### src/rtl/pfe_pkg.sv
// Shared types, codes and helper functions for the Playfair digraph encryptor.
// Used by every module under rtl/; depends on nothing else.

package pfe_pkg;

    // Action codes carried by an input item
    localparam logic [1:0] ACT_KEY   = 2'd0;
    localparam logic [1:0] ACT_MSG   = 2'd1;
    localparam logic [1:0] ACT_END   = 2'd2;
    localparam logic [1:0] ACT_CLEAR = 2'd3;

    // Letter indexes (A = 0) and square geometry
    localparam logic [4:0] LETTER_I    = 5'd8;
    localparam logic [4:0] LETTER_J    = 5'd9;
    localparam logic [4:0] LETTER_X    = 5'd23;
    localparam logic [4:0] LETTER_LAST = 5'd25;
    localparam logic [4:0] SQUARE_SIZE = 5'd25;
    localparam logic [7:0] ASCII_A     = 8'd65;
    localparam logic [7:0] ASCII_Z     = 8'd90;
    localparam logic [2:0] ROW_LAST    = 3'd4;

    typedef struct packed {
        logic [1:0] action;
        logic [7:0] letter;
    } in_item_t;

    typedef struct packed {
        logic [6:0] cipher_first;
        logic [6:0] cipher_second;
        logic       final_pair;
    } out_item_t;

    // Controller to datapath commands
    typedef struct packed {
        logic load;
        logic clear;
        logic key_put;
        logic fill_step;
        logic eval;
        logic sq_read;
        logic out_load;
    } cmd_t;

    // Datapath to controller status
    typedef struct packed {
        logic complete;
        logic walk_last;
        logic emit;
        logic out_free;
        logic fill_full;
    } status_t;

    // Map an ASCII byte to a letter index with J folded to I; bit 5 flags a letter
    function automatic logic [5:0] to_index(input logic [7:0] ch);
        logic [7:0] d;
        logic [4:0] idx;
        logic       ok;
        d   = ch - ASCII_A;
        idx = d[4:0];
        ok  = (ch >= ASCII_A) && (ch <= ASCII_Z);
        if (idx == LETTER_J) begin
            idx = LETTER_I;
        end
        return {ok, idx};
    endfunction

    // Row of a cell 0..24
    function automatic logic [2:0] cell_row(input logic [4:0] p);
        logic [2:0] r;
        if (p >= 5'd20) begin
            r = 3'd4;
        end else if (p >= 5'd15) begin
            r = 3'd3;
        end else if (p >= 5'd10) begin
            r = 3'd2;
        end else if (p >= 5'd5) begin
            r = 3'd1;
        end else begin
            r = 3'd0;
        end
        return r;
    endfunction

    // Row start cell: row * 5
    function automatic logic [4:0] row_base(input logic [2:0] r);
        return {r, 2'b00} + {2'b00, r};
    endfunction

    function automatic logic [2:0] cell_col(input logic [4:0] p);
        logic [4:0] c;
        c = p - row_base(cell_row(p));
        return c[2:0];
    endfunction

    function automatic logic [4:0] cell_at(input logic [2:0] r, input logic [2:0] c);
        return row_base(r) + {2'b00, c};
    endfunction

    function automatic logic [2:0] wrap_inc(input logic [2:0] v);
        return (v == ROW_LAST) ? 3'd0 : v + 3'd1;
    endfunction

    // Output cells {oa, ob} for a pair at cells pa, pb
    function automatic logic [9:0] pair_cells(input logic [4:0] pa, input logic [4:0] pb);
        logic [2:0] ra, ca, rb, cb;
        logic [4:0] oa, ob;
        ra = cell_row(pa);
        ca = cell_col(pa);
        rb = cell_row(pb);
        cb = cell_col(pb);
        if (ca == cb) begin
            oa = cell_at(wrap_inc(ra), ca);
            ob = cell_at(wrap_inc(rb), cb);
        end else if (ra == rb) begin
            oa = cell_at(ra, wrap_inc(ca));
            ob = cell_at(rb, wrap_inc(cb));
        end else begin
            oa = cell_at(ra, cb);
            ob = cell_at(rb, ca);
        end
        return {oa, ob};
    endfunction

endpackage

### src/rtl/pfe_ctrl.sv
// Sequencing state machine for the Playfair encryptor.
// Depends on pfe_pkg (cmd_t, status_t, action codes).

module pfe_ctrl (
    input  logic              aclk,
    input  logic              aresetn,
    input  logic              s_valid,
    input  logic [1:0]        s_action,
    output logic              s_ready,
    output pfe_pkg::cmd_t     cmd,
    input  pfe_pkg::status_t  status
);

    typedef enum logic [5:0] {
        ST_IDLE = 6'b000001,
        ST_KEY  = 6'b000010,
        ST_FILL = 6'b000100,
        ST_EVAL = 6'b001000,
        ST_SQ   = 6'b010000,
        ST_OUT  = 6'b100000
    } state_t;

    state_t state_reg, state_next;
    logic   accept;

    assign s_ready = (state_reg == ST_IDLE);
    assign accept  = s_valid && s_ready;

    // Next state and commands
    always_comb begin
        state_next = state_reg;
        cmd        = '0;
        case (state_reg)
            ST_IDLE: begin
                if (accept) begin
                    cmd.load = 1'b1;
                    if (s_action == pfe_pkg::ACT_CLEAR) begin
                        cmd.clear = 1'b1;
                    end else if (s_action == pfe_pkg::ACT_KEY) begin
                        state_next = ST_KEY;
                    end else if (s_action inside {pfe_pkg::ACT_MSG, pfe_pkg::ACT_END}) begin
                        state_next = status.complete ? ST_EVAL : ST_FILL;
                    end
                end
            end
            ST_KEY: begin
                cmd.key_put = 1'b1;
                state_next  = ST_IDLE;
            end
            ST_FILL: begin
                cmd.fill_step = 1'b1;
                if (status.walk_last) begin
                    state_next = ST_EVAL;
                end
            end
            ST_EVAL: begin
                cmd.eval   = 1'b1;
                state_next = status.emit ? ST_SQ : ST_IDLE;
            end
            ST_SQ: begin
                cmd.sq_read = 1'b1;
                state_next  = ST_OUT;
            end
            ST_OUT: begin
                // hold until the output register is free
                if (status.out_free) begin
                    cmd.out_load = 1'b1;
                    state_next   = ST_IDLE;
                end
            end
            default: begin
                state_next = ST_IDLE;
            end
        endcase
    end

    always_ff @(posedge aclk) begin
        if (!aresetn) begin
            state_reg <= ST_IDLE;
        end else begin
            state_reg <= state_next;
        end
    end

endmodule

### src/rtl/pfe_datapath.sv
// Datapath of the Playfair encryptor: key square and position memories,
// used-letter flags, pending letter, pair lookup and output register.
// Depends on pfe_pkg.

module pfe_datapath (
    input  logic                aclk,
    input  logic                aresetn,
    input  pfe_pkg::in_item_t   s_item,
    input  pfe_pkg::cmd_t       cmd,
    output pfe_pkg::status_t    status,
    output logic                m_valid,
    input  logic                m_ready,
    output pfe_pkg::out_item_t  m_item
);

    // Key square and letter-to-cell map
    logic [4:0] sq_mem  [0:24];
    logic [4:0] pos_mem [0:25];

    logic [1:0]  act_reg;
    logic [4:0]  idx_reg;
    logic        idx_ok_reg;
    logic [25:0] used_reg;
    logic [4:0]  fill_reg;
    logic        complete_reg;
    logic        pend_valid_reg;
    logic [4:0]  pend_letter_reg;
    logic [4:0]  walk_reg;
    logic [4:0]  pa_reg, pb_reg;
    logic        fin_reg;
    logic [4:0]  qa_reg, qb_reg;
    logic        m_valid_reg;
    pfe_pkg::out_item_t m_item_reg;

    logic [5:0] in_idx;
    logic       put_en;
    logic [4:0] put_letter;
    logic       do_put;
    logic       is_end;
    logic       is_msg;
    logic [4:0] second;
    logic [9:0] cells;

    assign in_idx = pfe_pkg::to_index(s_item.letter);
    assign is_end = (act_reg == pfe_pkg::ACT_END);
    assign is_msg = (act_reg == pfe_pkg::ACT_MSG);

    // Select the letter to place: the key letter, or the next letter of the walk
    always_comb begin
        put_en     = 1'b0;
        put_letter = walk_reg;
        if (cmd.key_put) begin
            put_en     = idx_ok_reg && !complete_reg;
            put_letter = idx_reg;
        end else if (cmd.fill_step) begin
            put_en = (walk_reg != pfe_pkg::LETTER_J);
        end
    end

    assign do_put = put_en && !used_reg[put_letter] && (fill_reg < pfe_pkg::SQUARE_SIZE);

    // Second letter of the pair: X on end or on a doubled letter
    assign second = (is_end || idx_reg == pend_letter_reg) ? pfe_pkg::LETTER_X : idx_reg;

    assign cells = pfe_pkg::pair_cells(pa_reg, pb_reg);

    // Memory writes and registered reads
    always_ff @(posedge aclk) begin
        if (do_put) begin
            sq_mem[fill_reg]    <= put_letter;
            pos_mem[put_letter] <= fill_reg;
        end
        if (cmd.eval) begin
            pa_reg <= pos_mem[pend_letter_reg];
            pb_reg <= pos_mem[second];
        end
        if (cmd.sq_read) begin
            qa_reg <= sq_mem[cells[9:5]];
            qb_reg <= sq_mem[cells[4:0]];
        end
    end

    // Item capture and payload registers
    always_ff @(posedge aclk) begin
        if (cmd.load) begin
            act_reg    <= s_item.action;
            idx_reg    <= in_idx[4:0];
            idx_ok_reg <= in_idx[5];
        end
        if (cmd.eval) begin
            fin_reg <= is_end;
        end
        if (cmd.out_load) begin
            m_item_reg.cipher_first  <= 7'(pfe_pkg::ASCII_A + {3'b000, qa_reg});
            m_item_reg.cipher_second <= 7'(pfe_pkg::ASCII_A + {3'b000, qb_reg});
            m_item_reg.final_pair    <= fin_reg;
        end
    end

    // Control state: square fill, pending letter, output valid
    always_ff @(posedge aclk) begin
        if (!aresetn) begin
            used_reg        <= '0;
            fill_reg        <= '0;
            complete_reg    <= 1'b0;
            pend_valid_reg  <= 1'b0;
            pend_letter_reg <= '0;
            walk_reg        <= '0;
            m_valid_reg     <= 1'b0;
        end else begin
            if (cmd.clear) begin
                used_reg        <= '0;
                fill_reg        <= '0;
                complete_reg    <= 1'b0;
                pend_valid_reg  <= 1'b0;
                pend_letter_reg <= '0;
            end
            if (cmd.load) begin
                walk_reg <= '0;
            end
            if (do_put) begin
                used_reg[put_letter] <= 1'b1;
                fill_reg             <= fill_reg + 5'd1;
            end
            // advance the completion walk over the alphabet
            if (cmd.fill_step) begin
                walk_reg <= walk_reg + 5'd1;
                if (walk_reg == pfe_pkg::LETTER_LAST) begin
                    complete_reg <= 1'b1;
                end
            end
            // update the pending letter
            if (cmd.eval) begin
                if (is_msg && idx_ok_reg) begin
                    if (!pend_valid_reg) begin
                        pend_valid_reg  <= 1'b1;
                        pend_letter_reg <= idx_reg;
                    end else if (idx_reg != pend_letter_reg) begin
                        pend_valid_reg  <= 1'b0;
                        pend_letter_reg <= '0;
                    end
                end else if (is_end) begin
                    pend_valid_reg  <= 1'b0;
                    pend_letter_reg <= '0;
                end
            end
            if (cmd.out_load) begin
                m_valid_reg <= 1'b1;
            end else if (m_ready) begin
                m_valid_reg <= 1'b0;
            end
        end
    end

    assign status.complete  = complete_reg;
    assign status.walk_last = (walk_reg == pfe_pkg::LETTER_LAST);
    assign status.emit      = pend_valid_reg && ((is_msg && idx_ok_reg) || is_end);
    assign status.out_free  = !m_valid_reg || m_ready;
    assign status.fill_full = (fill_reg == pfe_pkg::SQUARE_SIZE);

    assign m_valid = m_valid_reg;
    assign m_item  = m_item_reg;

endmodule

### src/rtl/playfair_digraph_encryptor_core.sv
// Channel   Direction  Handshake          Payload
// s_        in         s_valid / s_ready  s_item  (action, letter)
// m_        out        m_valid / m_ready  m_item  (cipher_first, cipher_second, final_pair)
//
// States: a clear item is handled in IDLE, a key item passes through KEY, a
// message or end item through EVAL and, with a result, SQ and OUT; the first
// message or end item after reset or a clear also runs the FILL alphabet walk
// that completes the square, one letter a cycle. Memory ports set the pair path:
// the two cell lookups are registered, then the two square reads. Reset is
// synchronous, active low; it clears the flags and counters, the square memories
// are not cleared (entries are always written before use). A result waiting on
// m_ready does not block input; only the next result waits for the output register to free up.
// Top level of the Playfair encryptor; depends on pfe_pkg, pfe_ctrl, pfe_datapath.

module playfair_digraph_encryptor_core (
    input  logic                aclk,
    input  logic                aresetn,
    input  logic                s_valid,
    output logic                s_ready,
    input  pfe_pkg::in_item_t   s_item,
    output logic                m_valid,
    input  logic                m_ready,
    output pfe_pkg::out_item_t  m_item
);

    pfe_pkg::cmd_t    cmd;
    pfe_pkg::status_t status;

    pfe_ctrl u_ctrl (
        .aclk     (aclk),
        .aresetn  (aresetn),
        .s_valid  (s_valid),
        .s_action (s_item.action),
        .s_ready  (s_ready),
        .cmd      (cmd),
        .status   (status)
    );

    pfe_datapath u_datapath (
        .aclk    (aclk),
        .aresetn (aresetn),
        .s_item  (s_item),
        .cmd     (cmd),
        .status  (status),
        .m_valid (m_valid),
        .m_ready (m_ready),
        .m_item  (m_item)
    );

`ifndef NO_ASSERTIONS
    // A new result only enters a free output register
    assert property (@(posedge aclk) disable iff (!aresetn)
        cmd.out_load |-> status.out_free)
        else $error("result loaded over an unaccepted item");

    // The alphabet walk never runs on a complete square
    assert property (@(posedge aclk) disable iff (!aresetn)
        cmd.fill_step |-> !status.complete)
        else $error("square walk on a complete square");

    // A complete square holds all 25 letters
    assert property (@(posedge aclk) disable iff (!aresetn)
        status.complete |-> status.fill_full)
        else $error("square complete but not full");

    // Loading a result makes it visible in the next cycle
    assert property (@(posedge aclk) disable iff (!aresetn)
        cmd.out_load |=> m_valid)
        else $error("loaded result not presented");
`endif

endmodule
### config.mk
export PLATFORM = sky130hd
export DESIGN_NAME = playfair_digraph_encryptor_core
export DESIGN_NICKNAME = d
export VERILOG_FILES = /design/src/rtl/pfe_pkg.sv /design/src/rtl/pfe_ctrl.sv /design/src/rtl/pfe_datapath.sv /design/src/rtl/playfair_digraph_encryptor_core.sv
export SDC_FILE = /design/constraint.sdc
export NUM_CORES = 1
export LEC_CHECK = 0
export ABC_CLOCK_PERIOD_IN_PS = 5000
export BUFFER_PORTS_ARGS = -buffer_cell sky130_fd_sc_hd__buf_2
export CORE_MARGIN = 5
export CORE_UTILIZATION = 55
export CTS_BUF_LIST = sky130_fd_sc_hd__clkbuf_4 sky130_fd_sc_hd__clkbuf_8 sky130_fd_sc_hd__clkbuf_16
export DETAILED_ROUTE_END_ITERATION = 10
export HOLD_SLACK_MARGIN = 0.08
export PLACE_DENSITY = 0.71
export SKIP_CTS_REPAIR_TIMING = 1
export SYNTH_ARGS = -nofsm -noshare
export SYNTH_HDL_FRONTEND = slang
export SYNTH_HIERARCHICAL = 1
export SYNTH_SLANG_ARGS = --single-unit
### constraint.sdc
create_clock -name aclk -period 5 [get_ports aclk]
set_clock_uncertainty 0.05 [all_clocks]
set_input_delay 0.25 -clock aclk [delete_from_list [all_inputs] [get_ports aclk]]
set_output_delay 0.25 -clock aclk [all_outputs]
set_load 0.02 [all_outputs]
Yosys cells after proc, flatten, opt, wreduce, memory -nomap -nowiden --
Memories as Yosys holds them, arrays and structs flattened. A register that Yosys moved wholly into a read port is not among the register bits. Index checks and enable logic that the tools add are counted. W data, S select, Z words.
Storage, ports and cells: register bits after elaboration 74, bits in writable memories 255, memories kept 2, logic and storage cells 167, input bits 14
Memory list:
- u_datapath.pos_mem | words 26, bits a word 5, rd ports 2, clocked after memory_dff 2, wr ports 1, line pfe_datapath.sv:18 | logic [4:0] pos_mem [0:25];
- u_datapath.sq_mem | words 25, bits a word 5, rd ports 2, clocked after memory_dff 2, wr ports 1, line pfe_datapath.sv:17 | logic [4:0] sq_mem [0:24];
Operators by class: equality and inequality tests 27, mux-type cells 68, bitwise gates (word level) 1, reductions and logical operators 20, add/subtract/negate cells 21, magnitude comparators 13
Operators by type and width (count):
- $mux W5 | 17
- $mux W26 | 3
- $add A5 B3 Y5 | 10
- $mux W6 | 6
- $mux W3 | 10
- $pmux W6 S5 | 1
- $mux W1 | 26
- $or A26 B26 Y26 | 1
- $ge A5 B4 Y1 const B | 4
- $add A7 B5 Y7 const A | 2
- $add A3 B1 Y3 const B | 4
- $eq A3 B3 Y1 const B | 4
- $add A5 B1 Y5 const B | 2
- $ge A5 B3 Y1 const B | 2
- $ge A5 B5 Y1 const B | 2
- $ge A8 B7 Y1 const B | 1
- $le A8 B7 Y1 const B | 1
- $logic_and A1 B1 Y1 | 8
- $ne A2 B2 Y1 const B | 4
- $reduce_bool A2 Y1 | 4
- $eq A2 B2 Y1 const B | 3
- $eq A3 B3 Y1 | 2
- $eq A6 B1 Y1 const B | 1
- $eq A6 B2 Y1 const B | 1
- 24 further kinds | 31

Depth between registers and ports, before layout --
Gate-level depths: netlist of run 1.
word-level depth 12, depth in mapped cells 26, depth with buffers taken out 23

Modules after synthesis --
Netlist of run 1, hierarchy kept.
By module, submodules not included:
- pfe_datapath | area each 17698.2 um2, sequential area each 9799.4 um2, times used 1, cells an instance 1341
- pfe_ctrl | area each 451.7 um2, sequential area each 120.1 um2, times used 1, cells an instance 59

Worst setup path after synthesis of run 1 --
OpenSTA, ideal clock, no wires.
path kind reg-to-reg, start point reg u_datapath.pb_reg[1], read port of u_datapath.pos_mem, end point reg u_datapath.qb_reg[2], read port of u_datapath.sq_mem (data pin), setup slack -78 ps, stages on the path, launching flop included 23, path buffers 2, clock period less this slack 5078 ps, arrival 4769 ps, cell sequence edfxtp_1 > nor2_1 > o21ai_0 > a221oi_1 > nor2b_1 > ha_1 > inv_1 > fa_1 > inv_1 > nand3_1 > and2_1 > inv_1 > fa_1 > inv_1 > fa_1 > o21ai_1 > and2_1 > buf_6 > buf_6 > mux2i_1 > o22ai_1 > or3_1 > a211o_1
Between the ends: word-level cells in the longest chain between the ends 12
Ends and longest elaborated chain:
- start: declaration | line pfe_datapath.sv:29 | logic [4:0] pa_reg, pb_reg;
- $ge A5 B3 Y1 | line pfe_pkg.sv:76 | end else if (p >= 5'd5) begin
- $mux W1 | line pfe_pkg.sv:76
- $mux W3 | line pfe_pkg.sv:74 | end else if (p >= 5'd10) begin
- $mux W3 | line pfe_pkg.sv:72 | end else if (p >= 5'd15) begin
- $mux W3 | line pfe_pkg.sv:70 | if (p >= 5'd20) begin
- $add A5 B3 Y5 | line pfe_pkg.sv:86 | return {r, 2'b00} + {2'b00, r};
- $sub A3 B3 Y3 | line pfe_pkg.sv:91 | c = p - row_base(cell_row(p));
- $add A3 B1 Y3 / $eq A3 B3 Y1 (equally long branches) | line pfe_pkg.sv:100 | return (v == ROW_LAST) ? 3'd0 : v + 3'd1;
- $mux W3 | line pfe_pkg.sv:100
- $add A5 B3 Y5 | line pfe_pkg.sv:96 | return row_base(r) + {2'b00, c};
- $mux W5 | line pfe_pkg.sv:114 | end else if (ra == rb) begin
- $mux W5 (*) | line pfe_pkg.sv:111 | if (ca == cb) begin
- end: declaration | line pfe_datapath.sv:31 | logic [4:0] qa_reg, qb_reg;
Every way passes the cells marked *; elsewhere a longest branch is shown, timed or not. A chain may end at the register's enable or synchronous reset.

Worst setup path after layout of run 1 --
start point reg u_datapath.pa_reg[1], read port of u_datapath.pos_mem, end point reg u_datapath.qa_reg[4], read port of u_datapath.sq_mem (data pin)
Between the ends: word-level cells in the longest chain between the ends 12
Ends and longest elaborated chain (line):
- start: declaration | pfe_datapath.sv:29
- $ge A5 B3 Y1 | pfe_pkg.sv:76
- $mux W1 | pfe_pkg.sv:76
- $mux W3 | pfe_pkg.sv:74
- $mux W3 | pfe_pkg.sv:72
- $mux W3 | pfe_pkg.sv:70
- $add A5 B3 Y5 | pfe_pkg.sv:86
- $sub A3 B3 Y3 | pfe_pkg.sv:91
- $add A3 B1 Y3 / $eq A3 B3 Y1 (equally long branches) | pfe_pkg.sv:100
- $mux W3 | pfe_pkg.sv:100
- $add A5 B3 Y5 | pfe_pkg.sv:96
- $mux W5 | pfe_pkg.sv:114
- $mux W5 (*) | pfe_pkg.sv:111
- end: declaration | pfe_datapath.sv:31
Marked as above.

==> impl_metrics.tcl, run 1 <==
set metrics [dict create \
    period_share_pct 100 \
    die_area_um2 36700 \
    drtAntennaViolNets 0 \
    fin_cells 1984 \
    setup_viol 1 \
    fmax_ghz 0.199 \
    layout_min_cycle_time_ps 5020 \
    rsz0062_at_grt "yes" \
    root_buffer "clkbuf_16" \
    clk_path_buf_depth 3 \
    p_sw_share_pct 21.2 \
    layout-drive-gt1-share_pct 23.6 \
    holdWs_ps 107 \
    numClockSinks 347 \
    violations "setup timing" \
    syn_avg_cell_area_um2 13.0 \
    leakagePower_nw 7.49 \
    peakVddDrop_uv 217 \
    synthToLayoutAreaGrowth_pct 15.7 \
    antenna_cells 0 \
    netlist_instances 1398 \
    die_h_um 192 \
    slew_headroom_pct 24.2 \
    post_drt_via_cell_ratio 6.38 \
    hp-class "input port to flop" \
    hold_violations 0 \
    placedCellCount 1895 \
    crit_path_end_kind "flop" \
    hpwl_um 34700 \
    overflow 0 \
    crit_type "flop to flop" \
    synth_area_um2 18100 \
    grtUsageTotal_pct 26.2 \
    cell_internal_pwr_w 0.00490 \
    switchingPower_w 0.00132 \
    crit_required_ps 5320 \
    multi_input_area_um2 7900 \
    status "finished with violations" \
    num_vias 12700 \
    wl_per_cell_um 24.4 \
    n_fill_cell 2440 \
    total_power_w 0.00622 \
    clk_pin_slew_ps 60 \
    power_density_nw_per_um2 296 \
    drc 0 \
    p_comb_share_pct 5.3 \
    critPathLaunchType "flop" \
    placementRows 66 \
    coreArea_um2 32500 \
    critical_path_arrival_ps 5340 \
    start_util_pct 55.8 \
    pwr-share-seq_pct 50.4 \
    final.setup.worst_slack_ps -16.4 \
    grt_pass1_wl_um 73700 \
    ioPinCount 31 \
    seq_area_um2 9920 \
    htree_levels 2 \
    drt-pass1-iter-count 5 \
    worstPathMaxFanout 7 \
    grt_max_degree 39 \
    clk_latency_ps 520 \
    drt_wl_total_um 48400 \
    ys_warn_count 6 \
    tightest_slew_ps 1130 \
    largest_reg_flops 130 \
    die_x_um 192 \
    slew_violations 0 \
    finish.utilization_pct 64.5 \
    drt_first_iter_violations 1485 \
    drv_cap 0 \
    place_worst_setup_slack_ps -153 \
    cts_tree "done" \
    io_buffers 28 \
    gp_congestion 0.943 \
    nNetsFinal 1573 \
    grt_pass1_vias 12300 \
    pwr-share-clk_pct 44.3 \
    grt_antenna_before_repair 0 \
    numCtsBuffers 37 \
]
## power groups by stage
| stage | logic, W | clock network (W) | registers [W] |
|---|---|---|---|
| 2_1_floorplan | 0.000221 | 0 | 0.00319 |
| 3_3_place_gp | 0.000309 | 0 | 0.00320 |
| 3_5_place_dp | 0.000313 | 0 | 0.00320 |
| 4_1_cts | 0.000315 | 0.00280 | 0.00314 |
| 5_1_grt | 0.000352 | 0.00292 | 0.00313 |
| 6_report | 0.000328 | 0.00275 | 0.00314 |
## metrics by stage
stage          area (um2)  TNS [ps]
6_report            21000     -16.4
5_1_grt             21000     -1540
4_1_cts             20500      -991
3_5_place_dp        19300      -633
3_3_place_gp        19300     -98.8
2_1_floorplan       18200         0
## critical path: stages, from the launching register on
cell and delay, ps:
edfxtp_1 440, nor2b_2 300, a211oi_2 130, nor2b_1 190, ha_2 200, inv_1 40
fa_2 370, and3_4 170, a221oi_4 230, nand3b_4 130, buf_6 160, or3_1 300
a31oi_1 190, ha_1 320, a21oi_4 210, xnor2_2 140, nand3_1 120, and2_4 210
buf_4 170, a32o_1 250, a311oi_1 340, o31a_1 200
## layout by cell type (no fill, tap or decap), types with 14 or more instances in the layout
cell and count:
xnor2_1 16, edfxtp_1 297, ha_1 35, a21oi_1 42
mux2_2 14, nand3_1 39, clkbuf_16 41, o22ai_1 15
a211oi_1 25, nor2_1 95, dfxtp_1 49, mux4_2 75
and3_1 14, buf_2 28, and2_1 14, mux2i_1 94
inv_1 49, nor2b_1 40, buf_4 106, o21a_1 34
nand2_1 100, nor3_1 15, o21ai_0 32
## path summary, 6_finish.rpt
path,startpoint,slack (ps),to,depth (start not counted)
max,u_datapath/pa_reg[1],-20,u_datapath/qa_reg[4],21
min,m_ready,110,u_datapath/m_valid,3
max reg2reg,u_datapath/pa_reg[1],-20,u_datapath/qa_reg[4],21
min reg2reg,u_datapath/fin_reg,440,u_datapath/m_item[0],0
## area by class of cell
| cell class | count | area share [%] |
|---|---|---|
| flip-flops and latches | 347 | 47.3 |
| multi-input cells | 926 | 37.6 |
| repair buffers | 151 | 5.70 |
| clock buffers | 45 | 4.78 |
| well taps | 442 | 2.63 |
| clock inverters | 22 | 1.09 |
| inverters | 51 | 0.912 |
## layer usage
metal | GRT usage [%] | vias up | part of all wire [%]
met5 | 0 | - | 0
met3 | 4.80 | 66 | 9.2
met2 | 40.5 | 632 | 46
met1 | 39.3 | 6343 | 43
li1 | - | 5623 | -
met4 | 5.72 | 0 | 1.9
Power figures use the tool's default switching activity.
==> run 2: changes to the inputs <==
--- a/config.mk
+++ b/config.mk
@@ -12,7 +12,7 @@
 export CTS_BUF_LIST = sky130_fd_sc_hd__clkbuf_4 sky130_fd_sc_hd__clkbuf_8 sky130_fd_sc_hd__clkbuf_16
 export DETAILED_ROUTE_END_ITERATION = 10
 export HOLD_SLACK_MARGIN = 0.08
-export PLACE_DENSITY = 0.71
+export PLACE_DENSITY = 0.82
 export SKIP_CTS_REPAIR_TIMING = 1
 export SYNTH_ARGS = -nofsm -noshare
 export SYNTH_HDL_FRONTEND = slang
==> run 2 against run 1 <==
The flow now finishes without violations. Non-clock buffer count down 3. Sequential cell count did not move. Clock power decreased by 7%. Die area did not move. Global-route usage decreased by 0.67 points. Cell count decreased by 0.40%. Via count up 1.9%. Combinational power about the same. Worst hold slack improved by 11 ps. Power down 3.0%. Worst setup slack improved by 94 ps. Largest power group unchanged.
==> impl_metrics.tcl, run 2 (synthesis gave the netlist of run 1 again) <==
set metrics [dict create \
    drt-pass1-iter-count 6 \
    io_buffers 28 \
    whs_endpoint "u_datapath/idx_reg[3]" \
    die_x_um 192 \
    worstHoldStart "s_item[1]" \
    post_drt_via_cell_ratio 6.53 \
    place_worst_setup_slack_ps -86.6 \
    grt_pass1_wl_um 72000 \
    clk_pin_slew_ps 60 \
    clk_path_buf_depth 3 \
    drtAntennaViolNets 0 \
    leakagePower_nw 7.43 \
    layout-drive-gt1-share_pct 23.8 \
    num_vias 12900 \
    layout_commonest_cell "edfxtp_1" \
    synthToLayoutAreaGrowth_pct 15.1 \
    worstPathMaxFanout 5 \
    hp-class "input port to flop" \
    hold_depth 3 \
    nNetsFinal 1569 \
    numCtsBuffers 36 \
    htree_levels 2 \
    final.setup.worst_slack_ps 77.9 \
    grtUsageTotal_pct 25.6 \
    tightest_slew_ps 1330 \
    setup_viol 0 \
    crit_path_end_kind "flop" \
    r2r-end "u_datapath/qb_reg[4]" \
    gp_congestion 0.953 \
    mostFrequentLayoutCells "edfxtp_1 (297), buf_4 (100), nand2_1 (100)" \
    hpwl_um 33100 \
    ioPinCount 31 \
    clk_latency_ps 540 \
    wl_per_cell_um 24.2 \
    drc 0 \
    grt_max_degree 39 \
    rsz0062_at_grt "yes" \
    peakVddDrop_uv 306 \
    grt_pass1_vias 12400 \
    drt_first_iter_violations 1599 \
    antenna_cells 0 \
    grt_antenna_before_repair 0 \
    period_share_pct 98.4 \
    die_h_um 192 \
    root_buffer "clkbuf_16" \
    critPathLaunchType "flop" \
    fmax_ghz 0.203 \
    die_area_um2 36700 \
    placedCellCount 1882 \
    largest_reg_flops 130 \
    numClockSinks 347 \
    slew_headroom_pct 10.3 \
    slew_violations 0 \
    start_util_pct 55.8 \
    finish.utilization_pct 64.2 \
    coreArea_um2 32500 \
    drt_wl_total_um 47800 \
    rrSetupSlack_ps 80 \
    fin_cells 1976 \
    hold_violations 0 \
    placementRows 66 \
    layout_min_cycle_time_ps 4920 \
    crit_type "flop to flop" \
    crit_required_ps 5180 \
    power_density_nw_per_um2 289 \
    cts_tree "done" \
    ff2ff_path_depth 26 \
    drv_cap 0 \
    critical_path_arrival_ps 5100 \
    r2r-start "u_datapath/pb_reg[1]" \
    postLayoutCellArea_um2 20900 \
    status "complete, no violations" \
    overflow 0 \
    dpl-instance-area_um2 19200 \
]
-- run 2: routing by layer --
metal,vias to the layer above,routed length (um),global-route usage (%)
met5,-,0,0
met4,0,1420,7.96
met3,123,4710,4.38
met2,753,22800,41.1
met1,6402,18900,36.0
li1,5624,-,-
-- run 2: worst max path at each step --
stage / start / to / slack, ps
after floorplan: u_datapath/pa_reg[3] / u_datapath/qa_reg[1] / 60
after global placement: u_datapath/pa_reg[3] / u_datapath/qa_reg[1] / -40
after detailed placement: u_datapath/pa_reg[3] / u_datapath/qa_reg[1] / -90
after CTS: u_datapath/pa_reg[3] / u_datapath/qa_reg[1] / -100
after global routing: u_datapath/pb_reg[1] / u_datapath/qb_reg[2] / -120
final: u_datapath/pb_reg[1] / u_datapath/qb_reg[4] / 80
-- run 2: power breakdown --
part / internal [W] / total (W) / switching [W]
logic: 0.000133 / 0.000327 / 0.000194
registers: 0.00312 / 0.00314 / 0.0000181
clock network: 0.00149 / 0.00256 / 0.00107
total: 0.00474 / 0.00603 / 0.00129
-- run 2: worst max-delay path, cell delays in order, from the launching register on --
cell,delay (ps)
edfxtp_1,490
nor2_2,160
o21ai_1,90
a221oi_2,290
nor2b_1,110
ha_2,180
inv_2,60
fa_2,190
inv_1,50
a21o_1,160
and2_4,170
inv_2,70
buf_4,110
nand2_1,50
nand3_1,70
o21ai_1,90
ha_2,260
fa_2,410
xnor2_2,190
nand3_1,130
and2_4,220
buf_12,140
buf_12,120
mux4_2,260
nand2b_1,150
o211ai_1,130
o211ai_1,220
-- run 2: cell type report --
class                      count  area [um2]
clock buffer                  46         976
multi-input combinational    926        7910
sequential                   347        9920
fill                        2356       11700
clock inverter                16         145
inverter                      51         191
timing repair buffer         148        1170
tap                          442         553
-- run 2: stage by stage --
stage	TNS, ps	hold slack [ps]	power, W
final	0	118	0.00603
after global routing	-614	173	0.00620
after CTS	-196	-146	0.00604
after detailed placement	-150	359	0.00351
after global placement	-76.6	356	0.00350
after floorplan	0	299	0.00341
==> run 3: changes to the inputs <==
--- a/config.mk
+++ b/config.mk
@@ -16,5 +16,4 @@
 export SKIP_CTS_REPAIR_TIMING = 1
 export SYNTH_ARGS = -nofsm -noshare
 export SYNTH_HDL_FRONTEND = slang
-export SYNTH_HIERARCHICAL = 1
 export SYNTH_SLANG_ARGS = --single-unit
==> run 3 against run 2 <==
Sequential power up 4%. Wire length up 7.5%. Global-route usage up 1.8 points.
==> impl_metrics.tcl, run 3 <==
set metrics [dict create \
    netlist_top_cells_area "edfxtp_1 (49%), mux4_2 (6.7%), dfxtp_1 (5.4%), mux2i_1 (4.5%), nand2_1 (3.3%)" \
    hpwl_um 36100 \
    crit_type "flop to flop" \
    tightest_slew_ps 1240 \
    crit_required_ps 5240 \
    start_util_pct 55.2 \
    peakVddDrop_uv 334 \
    synthToLayoutAreaGrowth_pct 15.3 \
    hold_violations 0 \
    drtAntennaViolNets 0 \
    numClockSinks 347 \
    worstHoldStart "s_item[5]" \
    setup_viol 0 \
    power_density_nw_per_um2 355 \
    period_share_pct 97.7 \
    hp-class "input port to flop" \
    yosysTopAreaCell "edfxtp_1" \
    numCtsBuffers 36 \
    drt_first_iter_violations 1679 \
    yosysTopAreaCellShare_pct 48.6 \
    grt_pass1_wl_um 77700 \
    clk_pin_slew_ps 70 \
    die_h_um 193 \
    critical_path_arrival_ps 5130 \
    layout_commonest_cell "edfxtp_1" \
    postLayoutCellArea_um2 21200 \
    rsz0062_at_grt "yes" \
    worstPathMaxFanout 5 \
    ys_warn_count 0 \
    drc 0 \
    ys_top_cells_by_count "edfxtp_1 (297), nand2_1 (162), nor2_1 (123), mux2i_1 (83), o21ai_0 (57)" \
    io_buffers 28 \
    seq_area_um2 9920 \
    clk_latency_ps 540 \
    synth_ff_type "edfxtp_1" \
    netlist_instances 1513 \
    gp_congestion 0.989 \
    die_area_um2 37200 \
    htree_levels 2 \
    critPathLaunchType "flop" \
    post_drt_via_cell_ratio 6.53 \
    async_flop_share_pct 0 \
    total_power_w 0.00751 \
    nNetsFinal 1676 \
    multi_input_area_um2 8140 \
    placementRows 67 \
    grt_antenna_before_repair 1 \
    synth_cell_types 91 \
    synth_area_um2 18400 \
    cts_tree "done" \
    slew_violations 0 \
    grt_max_degree 48 \
    mostFrequentLayoutCells "edfxtp_1 (297), nand2_1 (162), nor2_1 (120)" \
    clk_path_buf_depth 3 \
    grt_pass1_vias 13300 \
    syn_avg_cell_area_um2 12.1 \
    die_x_um 193 \
    leakagePower_nw 7.46 \
    ys_seq_area_share_pct 54.0 \
    crit_path_end_kind "flop" \
    yosysMostFrequentCell "edfxtp_1" \
    crit_start "u_datapath.pa_reg[0]" \
    grtUsageTotal_pct 27.4 \
    overflow 0 \
    antenna_cells 0 \
    status "complete, no violations" \
    wl_per_cell_um 24.5 \
    root_buffer "clkbuf_16" \
    synth-edff-count 297 \
    largest_reg_flops 130 \
    drt-pass1-iter-count 6 \
    ioPinCount 31 \
    ys_ff_latch 347 \
    layout_min_cycle_time_ps 4890 \
    r2r-start "u_datapath.pa_reg[0]" \
    num_vias 13700 \
    coreArea_um2 33300 \
    n_fill_cell 2453 \
    drv_cap 0 \
    holdWs_ps 95.2 \
    dpl-instance-area_um2 19500 \
    fmax_ghz 0.205 \
    slew_headroom_pct 17.5 \
    layout-drive-gt1-share_pct 21.9 \
    drt_wl_total_um 51400 \
]
-- run 3: report_power, final --
group          internal (W)  leakage [nW]  switching [W]
Clock               0.00169         0.621        0.00116
Combinational      0.000530          3.91       0.000860
Sequential          0.00321          2.93      0.0000636
Total               0.00543          7.46        0.00208
-- run 3: path summary, 6_finish.rpt --
| path | slack (ps) | to | cells after the start |
|---|---|---|---|
| min reg2reg | 380 | u_datapath.m_item[0] | 0 |
| max reg2reg | 110 | u_datapath.qa_reg[0] | 21 |
| max | 110 | u_datapath.qa_reg[0] | 21 |
| min | 100 | u_datapath.idx_ok_reg | 4 |
-- run 3: critical path: stages, from the launching register on --
cell,delay (ps)
edfxtp_1,460
o21ai_1,160
o21ai_1,100
a221oi_2,300
inv_1,80
and2_4,180
ha_4,150
inv_2,40
fa_2,440
buf_6,150
ha_4,160
a211oi_2,230
a21oi_1,70
ha_1,370
a21oi_2,190
xor2_2,230
nand2_1,120
mux2i_4,230
o21ai_1,120
a31o_1,220
a221o_1,320
mux2_4,260
-- run 3: stage by stage --
step           setup TNS (ps)  setup slack (ps)  util (%)  instances
6_report                    0               115      63.7       2095
3_5_place_dp            -26.2             -26.2      58.7       2009
5_1_grt                  -361              -129      63.7       2095
4_1_cts                 -48.7             -40.3      62.6       2075
3_3_place_gp                0              83.9      58.7       2009
2_1_floorplan               0              10.2         -       1514
-- run 3: routing by layer --
layer  vias up  share of wire, %  global-route usage (%)  wire length (um)
met5         -                 0                       0                 0
met4         0               3.2                    8.61              1630
met3       120               9.2                    3.82              4710
met2       854                49                    45.9             25200
met1      6731                39                    37.2             19800
li1       5974                 -                       -                 -
-- run 3: cell type report --
class	instances	share of cell area, %
multi-input cells	1042	38.4
repair buffers	147	5.25
clock inverters	25	1.61
clock buffers	41	4.43
well taps	448	2.65
inverters	45	0.809
flip-flops and latches	347	46.8
-- run 3: kinds of logic (layout without fill, tap and decap cells) --
family,after synthesis,after routing,share of synthesized area (%)
fa+ha+maj,43,43,3.26
other cells,1,2,0.0204
flops,347,347,54.0
buf+inv,125,258,2.99
simple gates,487,487,12.9
mux,182,182,14.1
compound gates,304,304,11.6
xor+xnor,24,24,1.14
